===== src/hdl/sokv_pkg.sv =====
// Shared types and constants for the set-once key/value table.
// Used by sokv_ctrl, sokv_dp and set_once_key_value_table; depends on nothing.
`default_nettype none

package sokv_pkg;

	localparam int TABLE_ENTRIES = 64;
	localparam int IDX_W         = (TABLE_ENTRIES > 1) ? $clog2(TABLE_ENTRIES) : 1;
	localparam int KEY_W         = 64;
	localparam int VAL_W         = 64;

	localparam logic REQ_GET = 1'b0;
	localparam logic REQ_SET = 1'b1;

	typedef logic [IDX_W-1:0]         idx_t;
	typedef logic [TABLE_ENTRIES-1:0] row_t;

	typedef struct packed {
		logic             req_type;
		logic [KEY_W-1:0] key;
		logic [VAL_W-1:0] value;
	} req_t;

	typedef struct packed {
		logic [VAL_W-1:0] result_value;
		logic             hit;
		logic             table_full;
	} rsp_t;

	typedef enum logic [1:0] {
		ST_IDLE,
		ST_CMP,
		ST_LOOK,
		ST_DEC
	} state_t;

	// controller -> datapath
	typedef struct packed {
		logic cap;     // capture request
		logic cmp;     // register match and free vectors
		logic look;    // encode indexes, read value memory
		logic commit;  // update table, load result register
	} cmd_t;

endpackage

`default_nettype wire


===== src/hdl/sokv_ctrl.sv =====
// Controller state machine for the set-once key/value table.
// Depends on sokv_pkg; drives the datapath through sokv_pkg::cmd_t.
`default_nettype none

module sokv_ctrl (
	input  wire logic          clk,
	input  wire logic          arst_n,
	input  wire logic          req_valid,
	output logic               req_stall,
	output logic               rsp_valid,
	input  wire logic          rsp_stall,
	output sokv_pkg::cmd_t     cmd
);

	sokv_pkg::state_t state_q, state_d;
	logic             rsp_valid_q;

	always_ff @(posedge clk or negedge arst_n) begin
		if (!arst_n) begin
			state_q     <= sokv_pkg::ST_IDLE;
			rsp_valid_q <= 1'b0;
		end else begin
			state_q <= state_d;
			if (cmd.commit) begin
				rsp_valid_q <= 1'b1;
			end else if (!rsp_stall) begin
				rsp_valid_q <= 1'b0;
			end
		end
	end

	always_comb begin
		state_d   = state_q;
		cmd       = '0;
		req_stall = 1'b1;
		unique case (state_q)
			sokv_pkg::ST_IDLE: begin
				req_stall = 1'b0;
				if (req_valid) begin
					cmd.cap = 1'b1;
					state_d = sokv_pkg::ST_CMP;
				end
			end
			sokv_pkg::ST_CMP: begin
				cmd.cmp = 1'b1;
				state_d = sokv_pkg::ST_LOOK;
			end
			sokv_pkg::ST_LOOK: begin
				cmd.look = 1'b1;
				state_d  = sokv_pkg::ST_DEC;
			end
			sokv_pkg::ST_DEC: begin
				// wait until the result register is free or being emptied
				if (!rsp_valid_q || !rsp_stall) begin
					cmd.commit = 1'b1;
					state_d    = sokv_pkg::ST_IDLE;
				end
			end
			default: state_d = sokv_pkg::ST_IDLE;
		endcase
	end

	assign rsp_valid = rsp_valid_q;

	a_rsp_from_commit: assert property (@(posedge clk) disable iff (!arst_n)
		$rose(rsp_valid) |-> $past(state_q == sokv_pkg::ST_DEC))
		else $error("result appeared without a commit");

	a_no_overwrite: assert property (@(posedge clk) disable iff (!arst_n)
		cmd.commit |-> (!rsp_valid || !rsp_stall))
		else $error("commit would overwrite a stalled result");

endmodule

`default_nettype wire


===== config.mk =====
export PLATFORM = sky130hd
export DESIGN_NAME = sokv_ctrl
export DESIGN_NICKNAME = d
export VERILOG_FILES = /design/src/hdl/sokv_pkg.sv /design/src/hdl/sokv_ctrl.sv
export SDC_FILE = /design/constraint.sdc
export NUM_CORES = 1
export LEC_CHECK = 0
export ABC_AREA = 1
export ABC_CLOCK_PERIOD_IN_PS = 1100
export BUFFER_PORTS_ARGS = -buffer_cell sky130_fd_sc_hd__buf_4
export CAP_MARGIN = 10
export CORE_AREA = 5 5 42 44
export CTS_BUF_LIST = sky130_fd_sc_hd__clkbuf_16
export DETAILED_ROUTE_END_ITERATION = 8
export DIE_AREA = 0 0 47 49
export GPL_ROUTABILITY_DRIVEN = 0
export GPL_TIMING_DRIVEN = 0
export PLACE_DENSITY = 0.47
export SYNTH_ARGS = -nofsm -noshare
export SYNTH_HDL_FRONTEND = slang
export SYNTH_SLANG_ARGS = --single-unit

===== constraint.sdc =====
create_clock -name clk -period 1.1 [get_ports clk]
set_input_delay 0.11 -clock clk [delete_from_list [all_inputs] [get_ports clk]]
set_output_delay 0.11 -clock clk [all_outputs]
set_load 0.01 [all_outputs]

After elaboration in Yosys (flattened, before gate mapping)
Index checks and enable logic that the tools add are counted.
{ "word_totals": {"inputBits": 4, "wordCells": 25, "ff_bits": 3, "output_inout_bits": 6} }
{ "classes": {"n_reduce_logical": 5, "n_eq_ne": 6, "muxes": 12} }
{ "ops": {"columns": ["operator", "count"], "rows": [
  ["two-way mux 1 bit", 9],
  ["case mux 2 bit (4 select lines)", 1],
  ["== test 2 bit (second input constant)", 2],
  ["two-way mux 2 bit", 2],
  ["!= test 2 bit (second input constant)", 2],
  ["== test 2 x 1 -> 1 bit (second input constant)", 1],
  ["logical NOT 1 bit", 2],
  ["logical NOT 2 bit", 1],
  ["!= test 2 x 1 -> 1 bit (second input constant)", 1],
  ["AND reduction 2 bit", 1],
  ["logical OR 1 bit", 1]
]} }

Logic depth before layout (Yosys ltp)
{ "depth": {"word_depth": 5, "mapped_depth": 6, "mapped_depth_nobuf": 6} }

Worst setup path after synthesis
No wires, ideal clock.
{ "synth_timing": {"path_kind": "register -> register", "start": "register state_q[0]", "end": "register state_q[0]", "period_less_slack_ns": 1.009, "arrival_time_ns": 0.892, "stages_incl_launch_ff": 7, "required_time_ns": 0.983, "setup_time_ns": 0.117, "setup_slack_ns": 0.091, "n_path_buf": 0, "cell_sequence": "dfrtp_1 > inv_1 > ha_1 > nand2_2 > nand2_2 > nand2_1 > nand2_1"} }
{ "synth_between": {"elab_chain_cells": 3, "word_cells_on_any_way": 8, "classes_between": "eq/ne (5); mux (1); reduce/logical (2)"} }
{ "synth_lines": {"columns": ["element", "line", "source"], "rows": [
  ["start: declaration", "sokv_ctrl.sv:15", "sokv_pkg::state_t state_q, state_d;"],
  ["start signal: assignment", "sokv_ctrl.sv:20", "state_q <= sokv_pkg::ST_IDLE;"],
  ["start signal: assignment", "sokv_ctrl.sv:23", "state_q <= state_d;"],
  ["== test 2 bit or logical NOT 2 bit (tied branches)", "sokv_ctrl.sv:36", "unique case (state_q)"],
  ["!= test 2 bit (no source line)", null, null],
  ["AND reduction 2 bit (no source line)", null, null]
]} }
Several ways; a longest one is shown, not always the timed one.
A chain may end at the register's enable or synchronous reset.

==> metrics.md <==
| Metric | Value |
|---|---|
| Slowest cell on crit path | `dfrtp_1` |
| CTS tree | `done` |
| Max Root-Sink Buffers | `2` |
| DRT Wirelength | `roughly 640 microns` |
| Synth Area in Compound Gates | `under 10%` |
| Worst hold path class | `input port to register` |
| DRT Pass-1 Iters | `2` |
| First-iteration detailed-routing DRC count | `1` |
| Post-Synth Simple-Gate Area | `approximately a quarter` |
| Gr usage total | `under 10%` |
| WP buf/inv | `2` |
| Yosys top cell area share | `31.9%` |
| Crit path max-delay family | `flip-flops` |
| H-tree depth | `1` |
| Max incr delay on CP | `just under 400 ps` |
| Critical path, cell by cell | `ha_2, inv_2, a21oi_2, buf_4` |
| CP required | `a little under 1000 ps` |
| R2r endpoint | `state_q[1]` |
| Crit. End Element | `output port` |
| Reg-to-reg startpoint | `state_q[1]` |
| CTS Root Cell | `clkbuf_16` |
| Die Ht | `49 microns` |
| Netlist cell types | `8` |
| Largest family of logic cells by synthesized area | `adder cells` |
| Initial core utilization | `between 10% and 20%` |
| Prevailing post-synth register cell | `dfrtp_1` |
| Share of cells above drive strength 1 | `between 60 and 70%` |
| R2R setup slack | `-20 ps` |
| Grt total ovfl | `0` |
| Area contributors post-synth | `dfrtp_1 (32%), ha_1 (27%), inv_1 (13%)` |
| DR vias/cell | `around 3.8` |
| Vias | `~260` |
| Setup slack after layout | `-106 ps` |
| Grt met3 use | `roughly 2.2%` |
| Sequential area share after synthesis | `approximately a third` |
| Final hold violation count | `0` |
| Initial antenna violation count | `0` |
| Fin nets | `63` |
| P_sw | `just over 600 uW` |
| Switching Share | `33.6%` |
| Flop pwr share | `a little over an eighth` |
| Crit path max fanout | `3` |
| Antenna-violating nets left | `0` |
| Inst Count DP | `55` |
| Internal | `approximately 1200 uW` |
| Commonest cells in the netlist | `inv_1 (8), nand2_1 (8), ha_1 (5)` |
| Grt peak-use layer | `met2` |
| Clk pwr share | `a little under a third` |
| Max rail drop VDD | `1460 uV` |
| DP Area | `323 sq um` |
| Worst hold path depth | `3` |
| Largest net degree at the start of global routing | `5` |
| Syn. warnings | `0` |
| Worst hold start | `rsp_stall` |
| Synth area leader | `dfrtp_1` |
| Nature of the critical path startpoint | `register` |
| Gate power share | `a little under three fifths` |
| Met1 usage | `7.96%` |
| #FFs+latches synth | `3` |
| EDFF count, synth | `0` |
| WHS Endpoint | `rsp_valid` |
| Failing checks | `setup timing` |
| Post-synthesis mux area share | `0%` |
| Worst setup path class | `register to output port` |
| F_max | `0.829 GHz` |
| Area grow syn2layout | `136%` |
| Die X | `47 microns` |
| Core area | `roughly 1400 sq um` |
| Actual slew at the worst max-slew pin | `203 ps` |
| RSZ-0062 raised after global routing | `yes` |
| Detail Placement HPWL | `between 300 and 400 microns` |
| Worst-path clk slew | `roughly 30 ps` |
| Minimum clock period after layout | `between 1000 and 1500 ps` |
| FILL cells | `about 150` |
| I/O Pins | `10` |
| Final instance area | `between 500 and 600 sq um` |
| Netlist Area Pre-Place | `roughly 240 sq um` |
| Leakage | `a little under 0.0003 uW` |
| Met2 global-route usage | `between 10% and 20%` |
| Arrival @ worst endpoint | `~1100 ps` |
| Synthesized area per cell | `7.84 sq um` |
| First-pass GRT wire length | `about 1200 microns` |
| Final Cycle Share | `110%` |
| PwrDens | `roughly 3300 nW/um^2` |
| CTS Buf Count | `3` |
| Floorplan row count | `14` |
| Final Max Tran Viols | `0` |
| Final setup violating endpoints | `7` |
| Worst slew margin | `slightly below 90%` |
| Die area | `around 2300 sq um` |
| Worst reg2reg path depth | `7` |
| TritonCTS Sinks | `3` |
| Post-synthesis adder-cell area fraction | `between 20% and 30%` |
| Port buffer count | `9` |
| Syn_nets | `39` |
| Finished Layout Cells | `just under 70` |
| Mapped Cells | `30` |
| Number of diodes | `0` |
| WL/cell | `roughly 9.2 microns` |
| Outcome | `complete, but fails checks` |
| Clock Latency Late Sink | `~220 ps` |
| XOR/XNOR share of the synthesized area | `0%` |
| Post-synth ARST share | `100%` |
| Max cap viols | `0` |
| Vias in the first global route | `297` |
| Worst Skew | `approximately 0.45 ps` |
| # DRC | `0` |
[cells in the final DEF, fill, tap and decap left out, types with 3 or more instances in the layout]
cell       synthesis  routed
buf_4              0      13
buf_6              0       5
clkbuf_16          0       3
dfrtp_1            3       3
inv_1              8       4
inv_2              0       5
nand2_1            8       6
[power groups by stage]
stage               Combinational (uW)  Sequential (uW)  Clock (uW)
finish                            1030              246         566
CTS                                909              242         577
detailed placement                 565              230           0
global route                      1140              257         592
global placement                   559              235           0
floorplan                          343              228           0
[kinds of logic after synthesis]
logic type | Yosys count
simple gates | 13
buf+inv | 8
fa+ha+maj | 5
flops | 3
compound gates | 1
[timing repair]
| item | CTS | global route |
|---|---|---|
| setup endpoints to repair | 5 | 7 |
| resized for setup | 16 | 6 |
| gates cloned | 0 | 0 |
| pin swaps | 4 | 4 |
| hold buffers | 1 | 0 |
| buffers inserted | 7 | 2 |
| hold endpoints to repair | 3 | 0 |
[flip-flops by register name, indices dropped and copies added (netlist names)]
signal	cells
rsp_valid	1
state_q	2
[area by class of cell]
class | instances | area (sq um) | share of cell area [%]
clock inverters | 1 | 3.75 | 0.677
clock buffers | 3 | 75.1 | 13.5
repair buffers | 19 | 164 | 29.6
inverters | 8 | 30.0 | 5.42
multi-input cells | 19 | 186 | 33.6
flip-flops and latches | 3 | 75.1 | 13.5
well taps | 16 | 20.0 | 3.61
[layer usage]
layer / vias up / wire length, microns
li1: 134 / -
met1: 123 / 239
met2: 7 / 356
met3: 0 / 39
met4: 0 / 0
met5: - / 0
[worst max-delay path by stage]
stage / cells after the start / slack [ps] / to / from
final: 4 / -110 / cmd[0] / state_q[0]
after global routing: 4 / -170 / cmd[0] / state_q[0]
after CTS: 4 / -110 / cmd[0] / state_q[1]
after detailed placement: 6 / 7 / state_q[1] / state_q[0]
after global placement: 6 / -0.02 / state_q[1] / state_q[0]
after floorplan: 6 / 90 / state_q[0] / state_q[0]
[through the flow]
stage	util (%)	TNS [ps]	hold WS, ps	power [uW]	setup WS, ps
global placement	23.0	-0.0214	-99.1	794	-0.0214
CTS	36.8	-398	141	1730	-109
finish	39.6	-388	139	1840	-106
global route	39.6	-818	161	1990	-170
detailed placement	23.0	0	-100	795	7.28
floorplan	-	0	-186	571	91.1
[worst reg2reg max path: cells and delay by family, from the launching register on]
family,cells,cell delay [ps]
AND/OR/NAND/NOR,4,220
adder cells (fa/ha/maj),1,180
flip-flops,1,390
buffers and inverters,2,220
Note: power is estimated with default switching activity, not from simulation.
